`config.mk`:
```
export PLATFORM = sky130hd
export DESIGN_NAME = flight_phase_detector_core
export DESIGN_NICKNAME = d
export VERILOG_FILES = /design/src/sv/fpd_pkg.sv /design/src/sv/fpd_mul.sv /design/src/sv/fpd_phase.sv /design/src/sv/flight_phase_detector_core.sv
export SDC_FILE = /design/constraint.sdc
export NUM_CORES = 2
export LEC_CHECK = 0
export ABC_AREA = 1
export BUFFER_PORTS_ARGS = -buffer_cell sky130_fd_sc_hd__buf_2
export CAP_MARGIN = 20
export CELL_PAD_IN_SITES_DETAIL_PLACEMENT = 1
export CELL_PAD_IN_SITES_GLOBAL_PLACEMENT = 1
export CORE_AREA = 2 2 389 391
export DETAILED_ROUTE_END_ITERATION = 10
export DIE_AREA = 0 0 391 393
export PLACE_DENSITY_LB_ADDON = 0.15
export SLEW_MARGIN = 20
export SYNTH_ARGS = -nofsm -noshare
export SYNTH_HDL_FRONTEND = slang
export SYNTH_HIERARCHICAL = 1
export SYNTH_SLANG_ARGS = --single-unit
```
`constraint.sdc`:
```
create_clock -name clk_i -period 12 [get_ports clk_i]
set_input_delay 2.4 -clock clk_i [delete_from_list [all_inputs] [get_ports clk_i]]
set_output_delay 2.4 -clock clk_i [all_outputs]
set_load 0.005 [all_outputs]
```
`src/sv/fpd_pkg.sv`:
```
package fpd_pkg;

  localparam int ALT_FRAC_BITS_DEF = 4;
  localparam int POWER_STEPS_DEF   = 16;

  localparam int PW  = 19;   // pressure width
  localparam int AW  = 19;   // altitude / velocity width
  localparam int TBL_LEN = 33;

  localparam logic [PW-1:0] GROUND_RESET = 19'd405300;
  localparam logic [31:0]   INV_EXP_K    = 32'd817310618;
  localparam int ALT_MIN = -16384;
  localparam int ALT_MAX = 262143;

  typedef enum logic [2:0] {
    PH_PAD     = 3'd0,
    PH_ASCENT  = 3'd1,
    PH_APOGEE  = 3'd2,
    PH_DESCENT = 3'd3,
    PH_PROBE   = 3'd4,
    PH_PAYLOAD = 3'd5,
    PH_LANDED  = 3'd6
  } phase_e;

  typedef enum logic [3:0] {
    S_IDLE,
    S_NORM,
    S_SQ_MUL,
    S_SQ_UPD,
    S_DIV_HI,
    S_DIV_LO,
    S_DIV_SUM,
    S_POW_MUL,
    S_POW_UPD,
    S_FIN_MUL,
    S_ROUND,
    S_DONE
  } state_e;

  typedef struct packed {
    logic signed [AW-1:0] alt;
    logic signed [AW-1:0] vel;
    logic signed [AW-1:0] apo;
    phase_e               phase;
  } fpd_res_t;

  typedef logic [32:0] root_tbl_t [TBL_LEN];

  function automatic logic [63:0] isqrt64(input logic [63:0] val);
    logic [63:0] v;
    logic [63:0] r;
    logic [63:0] b;
    v = val;
    r = '0;
    b = 64'd1 << 62;
    for (int i = 0; i < 32; i++) begin
      if (v >= r + b) begin
        v = v - (r + b);
        r = (r >> 1) + b;
      end else begin
        r = r >> 1;
      end
      b = b >> 2;
    end
    return r;
  endfunction

  // 2^(2^-k) in Q1.31, each entry the floor root of the one before.
  function automatic root_tbl_t build_roots();
    root_tbl_t t;
    logic [63:0] tmp;
    t[0] = 33'h1_0000_0000;
    tmp  = isqrt64(64'd1 << 63);
    t[1] = tmp[32:0];
    for (int k = 2; k < TBL_LEN; k++) begin
      tmp  = isqrt64({31'd0, t[k-1]} << 31);
      t[k] = tmp[32:0];
    end
    return t;
  endfunction

  localparam root_tbl_t ROOT_TBL = build_roots();

endpackage

```
`src/sv/fpd_mul.sv`:
```
module fpd_mul (
  input  logic        clk_i,
  input  logic [35:0] a_i,
  input  logic [31:0] b_i,
  output logic [67:0] p_o
);
  logic [67:0] p_q;

  always_ff @(posedge clk_i) begin
    p_q <= 68'(a_i) * 68'(b_i);
  end

  assign p_o = p_q;
endmodule

```
`src/sv/fpd_phase.sv`:
```
module fpd_phase #(
  parameter int ALT_FRAC_BITS = fpd_pkg::ALT_FRAC_BITS_DEF
) (
  input  logic                        clk_i,
  input  logic                        rst_ni,
  input  logic signed [fpd_pkg::AW-1:0] alt_i,
  input  logic                        step_i,
  output fpd_pkg::fpd_res_t           res_o
);
  import fpd_pkg::*;

  localparam logic signed [23:0] U = 24'sd1 <<< ALT_FRAC_BITS;

  phase_e                phase_q, phase_d;
  logic signed [AW-1:0]  last_q;
  logic signed [AW-1:0]  apo_q, apo_d;
  logic signed [23:0]    alt, prev, v;
  logic signed [AW-1:0]  vout;

  always_comb begin
    alt     = 24'(alt_i);
    prev    = 24'(last_q);
    v       = alt - prev;
    phase_d = phase_q;
    apo_d   = apo_q;
    case (phase_q)
      PH_PAD:     if (alt > 5 * U && v > 2 * U) phase_d = PH_ASCENT;
      PH_ASCENT:  if (prev > alt && v < 5 * U) begin
        apo_d   = last_q;
        phase_d = PH_APOGEE;
      end
      PH_APOGEE:  if (v < 0 && prev > alt) phase_d = PH_DESCENT;
      PH_DESCENT: if (alt * 5 <= 24'(apo_q) * 4 + 10 * U) phase_d = PH_PROBE;
      PH_PROBE:   if (alt <= 4 * U) phase_d = PH_PAYLOAD;
      PH_PAYLOAD: if (v < U && v > -U && alt < U) phase_d = PH_LANDED;
      default:    phase_d = phase_q;
    endcase
    if (v < -24'sd262144)     vout = AW'(-24'sd262144);
    else if (v > 24'sd262143) vout = AW'(24'sd262143);
    else                      vout = v[AW-1:0];
    res_o.alt   = alt_i;
    res_o.vel   = vout;
    res_o.apo   = apo_d;
    res_o.phase = phase_d;
  end

  always_ff @(posedge clk_i or negedge rst_ni) begin
    if (!rst_ni) begin
      phase_q <= PH_PAD;
      last_q  <= '0;
      apo_q   <= '0;
    end else if (step_i) begin
      phase_q <= phase_d;
      last_q  <= alt_i;
      apo_q   <= apo_d;
    end
  end
endmodule

```
`src/sv/flight_phase_detector_core.sv`:
```
// Barometric altitude and flight phase detector.
// Input stream s_axis: one pressure sample per item (quarter pascals).
// Output stream m_axis: altitude, velocity, apogee and phase per item.
// cfg channel: writes the ground reference pressure; cfg_ready_o is always
// high, and a write takes effect for the next accepted item.
// One item is worked by a sequencer around a single shared multiplier:
// two log2 passes, each a normalise step and POWER_STEPS squaring steps of
// multiply and update; scaling (two partial products by the inverse
// constant, then their sum); POWER_STEPS power product steps of multiply
// and update; then final multiply, rounding and phase update.
// s_axis_tready is high only in idle, so one item is in flight at a time;
// a new item is accepted only once the last has left the sequencer.
// The result sits in an output register; the next item may be accepted
// while it waits. If the receiver stalls, the finished item holds in the
// last sequencer step until the output register frees.
// Reset clears the phase to pad, last altitude and apogee to zero, and
// the ground pressure to 405300.
module flight_phase_detector_core #(
  parameter int ALT_FRAC_BITS = fpd_pkg::ALT_FRAC_BITS_DEF,
  parameter int POWER_STEPS   = fpd_pkg::POWER_STEPS_DEF
) (
  input  logic        clk_i,
  input  logic        rst_ni,
  input  logic        s_axis_tvalid,
  output logic        s_axis_tready,
  input  logic [23:0] s_axis_tdata,   // [18:0] pressure_sample
  output logic        m_axis_tvalid,
  input  logic        m_axis_tready,
  output logic [63:0] m_axis_tdata,   // altitude, velocity, apogee_height, flight_phase
  input  logic        cfg_valid_i,
  output logic        cfg_ready_o,
  input  logic [18:0] cfg_data_i
);
  import fpd_pkg::*;

  localparam int CW = $clog2(POWER_STEPS);
  localparam logic [31:0] C_ALT = 32'(44330) << ALT_FRAC_BITS;
  localparam logic [37:0] EIGHT = 38'd8 << 32;

  state_e          state_q, state_d;
  logic [CW-1:0]   cnt_q;
  logic            pass_q;
  logic [PW-1:0]   gp_q, p_q, p0_q;
  logic [31:0]     m_q, acc_q, f_q;
  logic [36:0]     res_q, lp_q, res_nx;
  logic [50:0]     hip_q;
  logic [3:0]      ip_q;
  logic            ddneg_q;
  logic signed [AW-1:0] alt_q;
  logic            out_valid_q;
  logic [63:0]     out_data_q;

  logic [35:0]     mul_a;
  logic [31:0]     mul_b;
  logic [67:0]     prod;
  logic [PW-1:0]   nv;
  logic [4:0]      e;
  logic [32:0]     sq;
  logic [31:0]     m_nx;
  logic [37:0]     d, dmag;
  logic [51:0]     ysum;
  logic [35:0]     ym;
  logic [37:0]     u;
  logic [36:0]     r0, ratio;
  logic [37:0]     dd, ddm;
  logic [68:0]     rsum;
  logic [36:0]     pm;
  logic signed [AW-1:0] alt_nx;
  logic            last_step, step;
  logic [5:0]      tidx;
  fpd_res_t        res;

  fpd_mul u_mul (.clk_i(clk_i), .a_i(mul_a), .b_i(mul_b), .p_o(prod));

  fpd_phase #(.ALT_FRAC_BITS(ALT_FRAC_BITS)) u_phase (
    .clk_i(clk_i), .rst_ni(rst_ni), .alt_i(alt_q), .step_i(step), .res_o(res)
  );

  assign cfg_ready_o   = 1'b1;
  assign s_axis_tready = (state_q == S_IDLE);
  assign m_axis_tvalid = out_valid_q;
  assign m_axis_tdata  = out_data_q;
  assign last_step     = (cnt_q == CW'(POWER_STEPS - 1));
  assign tidx          = 6'(cnt_q) + 6'd1;
  assign step          = (state_q == S_DONE) && (!out_valid_q || m_axis_tready);

  always_comb begin
    nv = pass_q ? p0_q : p_q;
    e  = '0;
    for (int i = 1; i < PW; i++) begin
      if (nv[i]) e = 5'(i);
    end
    // squaring step of the log2 fraction
    sq     = prod[63:31];
    res_nx = res_q;
    if (sq[32]) begin
      m_nx = sq[32:1];
      res_nx[6'(31 - int'(cnt_q))] = 1'b1;
    end else begin
      m_nx = sq[31:0];
    end
    // log difference and its magnitude
    d    = {1'b0, lp_q} - {1'b0, res_q};
    dmag = d[37] ? -d : d;
    ysum = {1'b0, hip_q} + 52'(prod[45:16]);
    ym   = ysum[51:16];
    u    = d[37] ? EIGHT - 38'(ym) : EIGHT + 38'(ym);
    // ratio = 2^y in Q.32
    r0 = {4'b0, acc_q, 1'b0};
    if (ip_q[3]) ratio = r0 << ip_q[2:0];
    else         ratio = r0 >> (4'd8 - ip_q);
    dd  = (38'd1 << 32) - {1'b0, ratio};
    ddm = dd[37] ? -dd : dd;
    // round to nearest on the magnitude, then saturate
    rsum = {1'b0, prod} + (69'd1 << 31);
    pm   = rsum[68:32];
    if (ddneg_q) begin
      if (pm > 37'(-ALT_MIN)) alt_nx = AW'(ALT_MIN);
      else                    alt_nx = -pm[AW-1:0];
    end else begin
      if (pm > 37'(ALT_MAX)) alt_nx = AW'(ALT_MAX);
      else                   alt_nx = pm[AW-1:0];
    end
  end

  always_comb begin
    mul_a   = {4'b0, m_q};
    mul_b   = m_q;
    state_d = state_q;
    case (state_q)
      S_IDLE:    if (s_axis_tvalid) state_d = S_NORM;
      S_NORM:    state_d = S_SQ_MUL;
      S_SQ_MUL:  state_d = S_SQ_UPD;
      S_SQ_UPD: begin
        if (!last_step)  state_d = S_SQ_MUL;
        else if (!pass_q) state_d = S_NORM;
        else             state_d = S_DIV_HI;
      end
      S_DIV_HI: begin
        mul_a   = 36'(dmag[36:16]);
        mul_b   = INV_EXP_K;
        state_d = S_DIV_LO;
      end
      S_DIV_LO: begin
        mul_a   = 36'(dmag[15:0]);
        mul_b   = INV_EXP_K;
        state_d = S_DIV_SUM;
      end
      S_DIV_SUM: state_d = S_POW_MUL;
      S_POW_MUL: begin
        mul_a   = {4'b0, acc_q};
        mul_b   = ROOT_TBL[tidx][31:0];
        state_d = S_POW_UPD;
      end
      S_POW_UPD: state_d = last_step ? S_FIN_MUL : S_POW_MUL;
      S_FIN_MUL: begin
        mul_a   = ddm[35:0];
        mul_b   = C_ALT;
        state_d = S_ROUND;
      end
      S_ROUND:   state_d = S_DONE;
      S_DONE:    if (step) state_d = S_IDLE;
      default:   state_d = S_IDLE;
    endcase
  end

  always_ff @(posedge clk_i or negedge rst_ni) begin
    if (!rst_ni) begin
      state_q     <= S_IDLE;
      gp_q        <= GROUND_RESET;
      out_valid_q <= 1'b0;
      cnt_q       <= '0;
      pass_q      <= 1'b0;
    end else begin
      state_q <= state_d;
      if (cfg_valid_i) gp_q <= cfg_data_i;
      if (step) out_valid_q <= 1'b1;
      else if (m_axis_tready) out_valid_q <= 1'b0;
      case (state_q)
        S_IDLE:    pass_q <= 1'b0;
        S_NORM:    cnt_q <= '0;
        S_SQ_UPD: begin
          cnt_q <= cnt_q + CW'(1);
          if (last_step) pass_q <= 1'b1;
        end
        S_DIV_SUM: cnt_q <= '0;
        S_POW_UPD: cnt_q <= cnt_q + CW'(1);
        default:   cnt_q <= cnt_q;
      endcase
    end
  end

  // datapath registers
  always_ff @(posedge clk_i) begin
    case (state_q)
      S_IDLE: if (s_axis_tvalid) begin
        // treat zero pressure as one
        p_q  <= (s_axis_tdata[18:0] == '0) ? 19'd1 : s_axis_tdata[18:0];
        p0_q <= (gp_q == '0) ? 19'd1 : gp_q;
      end
      S_NORM: begin
        m_q   <= 32'(nv) << (5'd31 - e);
        res_q <= {e, 32'b0};
      end
      S_SQ_UPD: begin
        m_q   <= m_nx;
        res_q <= res_nx;
        if (last_step && !pass_q) lp_q <= res_nx;
      end
      S_DIV_LO: hip_q <= prod[50:0];
      S_DIV_SUM: begin
        f_q   <= u[31:0];
        ip_q  <= u[35:32];
        acc_q <= 32'h8000_0000;
      end
      S_POW_UPD: if (f_q[5'(31 - int'(cnt_q))]) acc_q <= prod[62:31];
      S_FIN_MUL: ddneg_q <= dd[37];
      S_ROUND:   alt_q <= alt_nx;
      default:   ;
    endcase
    if (step) begin
      out_data_q <= {4'b0, res.phase, res.apo, res.vel, res.alt};
    end
  end
endmodule

```
==> run metrics <==
status completed; I/O pins 115; post-synthesis adder-cell area fraction 35.14%; crit path DAT 12.07 ns; CP startpoint kind flop; Synth cell types 74; Hold WS 0.4056 ns; setup tns final 0 ns; fin crit share 96.38%; DRC Markers 0; Routed WL per cell about 23 um; worst min-delay path class reg2reg; WS Path Type reg2reg; compound-gate portion of the synthesized area 4.889%; Synth area leader fa_1; Most used DFF post-synth edfxtp_1; xor-xnor portion of the synthesized cell area 1.804%; final max-slew violation count 0; share of cells above drive strength 1 6.374%; max cap viols 0; Post-Syn Area 0.07281 mm^2; # H-tree levels 2; First DRT Iteration DRCs 3,813; Worst-Skew Late Latency 0.67 ns; Slew Limit Headroom 21.48%; CTS tree done; main combinational cell family by area after synthesis adder cells; syn avg cell area 7.186 um^2; Area Overhead vs Synth 6.997%; top post-synthesis cells by area fa_1 (28%), nand2_1 (16%), inv_1 (12%), edfxtp_1 (12%), ha_1 (7.1%); grt total ovfl 0; # setup viols final 0; vias in the first global route about 73,000; Chip Height 393 um; overall routed net length around 280,000 um; via count 65,820; slowest CP cell edfxtp_1; root buf cell clkbuf_16; EDFF count, synth 295; DP Wirelength roughly 230,000 um; multi-input logic area 0.05041 mm^2; final net count 11,540; Mapped Cells 10,130; mux contribution to synthesized area 0.1632%; core outline area approximately 0.15 mm^2; initial antenna violation count 12; Hold-fix buffers, CTS 0; Worst Setup End Kind flop; post-synthesis async set-or-reset flop share 16.17%; largest fanout on the critical path 29; post-synth top area share between 20% and 30%; initial cell density of the core 48.79%; total CTS buffers 53; Syn. warnings 6; largest net degree at the start of global routing 80; PortBufs between 100 and 150; FMAX 0.08646 GHz; CTS max path bufs 3; Vias/cell 5.463; final hold vios 0; DRT Pass-1 Iters 6; Filler cells 19,230; RePlAce Congestion 0.9815; max incr delay on CP 0.74 ns; first-pass GRT wire length 424,000 um; crit path time final 11.57 ns; Die ar. roughly 0.15 mm^2; Antenna Nets Post-Route 0; commonest non-fill, non-tap cells in the layout nand2_1 (3,088), inv_1 (2,402), fa_1 (1,018); final core occ a little over half; RSZ-0062 raised after global routing false; design area 0.07791 mm^2; commonest non-fill, non-tap cell in the layout nand2_1; Die Wd 391 um; Max Clock Skew between 0.02 and 0.03 ns; Worst-path clk slew 0.06 ns; GRT Total Usage around 37%; std cell rows 142; CTS Sinks 433; simple-gate share of the synthesized area 26.55%; sequential cell area around 0.012 mm^2; area post-placement 0.07596 mm^2; CP required 12.50 ns; Yosys reg bits around 430; Slew @ Worst Pin between 1 and 1.5 ns; Seq/Total Area, Yosys 16.46%
[path summary, 6_finish.rpt]
kind / from / endpoint / slack (ns) / cells after the start
worst max-delay path: ip_q[2] / u_mul/p_o[25] / 0.43 / 42
worst min-delay path: u_mul/p_o[10] / hip_q[10] / 0.41 / 0
max in group asynchronous: rst_ni / cnt_q[2] / 9.28 / 2
worst min register to register: u_mul/p_o[10] / hip_q[10] / 0.41 / 0
min in group asynchronous: rst_ni / gp_q[3] / 1.56 / 1
worst max register to register: ip_q[2] / u_mul/p_o[25] / 0.43 / 42
[kinds of logic (layout without fill, tap and decap cells)]
group,count (synthesis),count (layout)
flops,433,433
xor+xnor,147,147
compound gates,625,625
buf+inv,2850,2818
other cells,2,6
fa+ha+maj,1434,1434
mux,11,11
simple gates,4631,4631
[cell type report]
class / instances / share of cell area, %
diodes: 1 / 0.003212
clock buffers: 66 / 1.900
clock inverters: 34 / 0.4674
inverters: 2428 / 11.70
multi-input cells: 6853 / 64.70
flip-flops and latches: 433 / 15.38
well taps: 1944 / 3.122
repair buffers: 290 / 2.719
[worst max-delay path: cells and delay by family (launching register included)]
kind | cells | cell delay [ns]
buffers and inverters | 12 | 2.51
AO/OA/AOI/OAI | 3 | 0.31
XOR/XNOR | 1 | 0.49
AND/OR/NAND/NOR | 17 | 2.73
adder cells (fa/ha/maj) | 9 | 4.57
flip-flops | 1 | 0.74
[synth_stat cells, types with 6 or more instances]
| library cell | count |
|---|---|
| or2_2 | 29 |
| buf_1 | 9 |
| a21oi_1 | 237 |
| nand2_1 | 3091 |
| nor2_2 | 28 |
| inv_1 | 2402 |
| nand3_1 | 581 |
| a211oi_1 | 6 |
| nor4_1 | 28 |
| dfxtp_1 | 68 |
| o21ai_2 | 21 |
| clkinv_1 | 8 |
| o2111ai_1 | 15 |
| o21ai_1 | 19 |
| ha_1 | 416 |
| o21bai_1 | 12 |
| nor3_1 | 87 |
| edfxtp_1 | 295 |
| mux2_2 | 7 |
| clkbuf_1 | 346 |
| o211ai_1 | 28 |
| nand3b_1 | 30 |
| buf_2 | 27 |
| xor2_1 | 109 |
| xnor2_1 | 36 |
| dfrtp_1 | 60 |
| and2_1 | 17 |
| nor3_2 | 6 |
| a21o_1 | 13 |
| o21ai_0 | 214 |
| dfstp_2 | 10 |
| buf_4 | 33 |
| a22oi_1 | 11 |
| nor2_4 | 11 |
| nand4_1 | 90 |
| fa_1 | 1018 |
| a31oi_1 | 16 |
| nand2_2 | 37 |
| buf_6 | 6 |
| inv_2 | 17 |
| nand3_2 | 19 |
| nor2_1 | 549 |
[per-layer routing]
layer / wire (um) / GRT usage (%) / up-vias
met5: 18 / 0 / -
met4: 18880 / 21.22 / 2
met3: 14700 / 4.877 / 732
met2: 137400 / 64.66 / 1902
met1: 106500 / 42.38 / 33150
li1: - / - / 30030
[sequential cells by signal (all words and copies together), names as in the netlist]
signal	cells
pass_q	1
p0_q	19
u_phase/phase_q	3
alt_q	19
res_q	21
m_q	32
gp_q	19
u_phase/apo_q	19
u_phase/last_q	19
ddneg_q	1
acc_q	32
p_q	19
hip_q	51
ip_q	4
lp_q	21
m_axis_tvalid	1
cnt_q	4
state_q	4
f_q	16
u_mul/p_o	68
m_axis_tdata	60
[repair_timing]
item / 4_1_cts / 5_1_grt
buffers inserted: 0 / 3
endpoints found under the setup margin: 0 / 26
resized for setup: 0 / 9
[stage by stage]
step	worst slack, ns	std cells
floorplan	2.129	10140
global placement	0.6415	11940
detailed placement	0.3678	11940
CTS	0.3583	12040
global route	0.02014	12050
finish	0.4345	12050
Power is not shown: default switching activity piles up to over one toggle a cycle in this logic, so the estimate is an artifact.
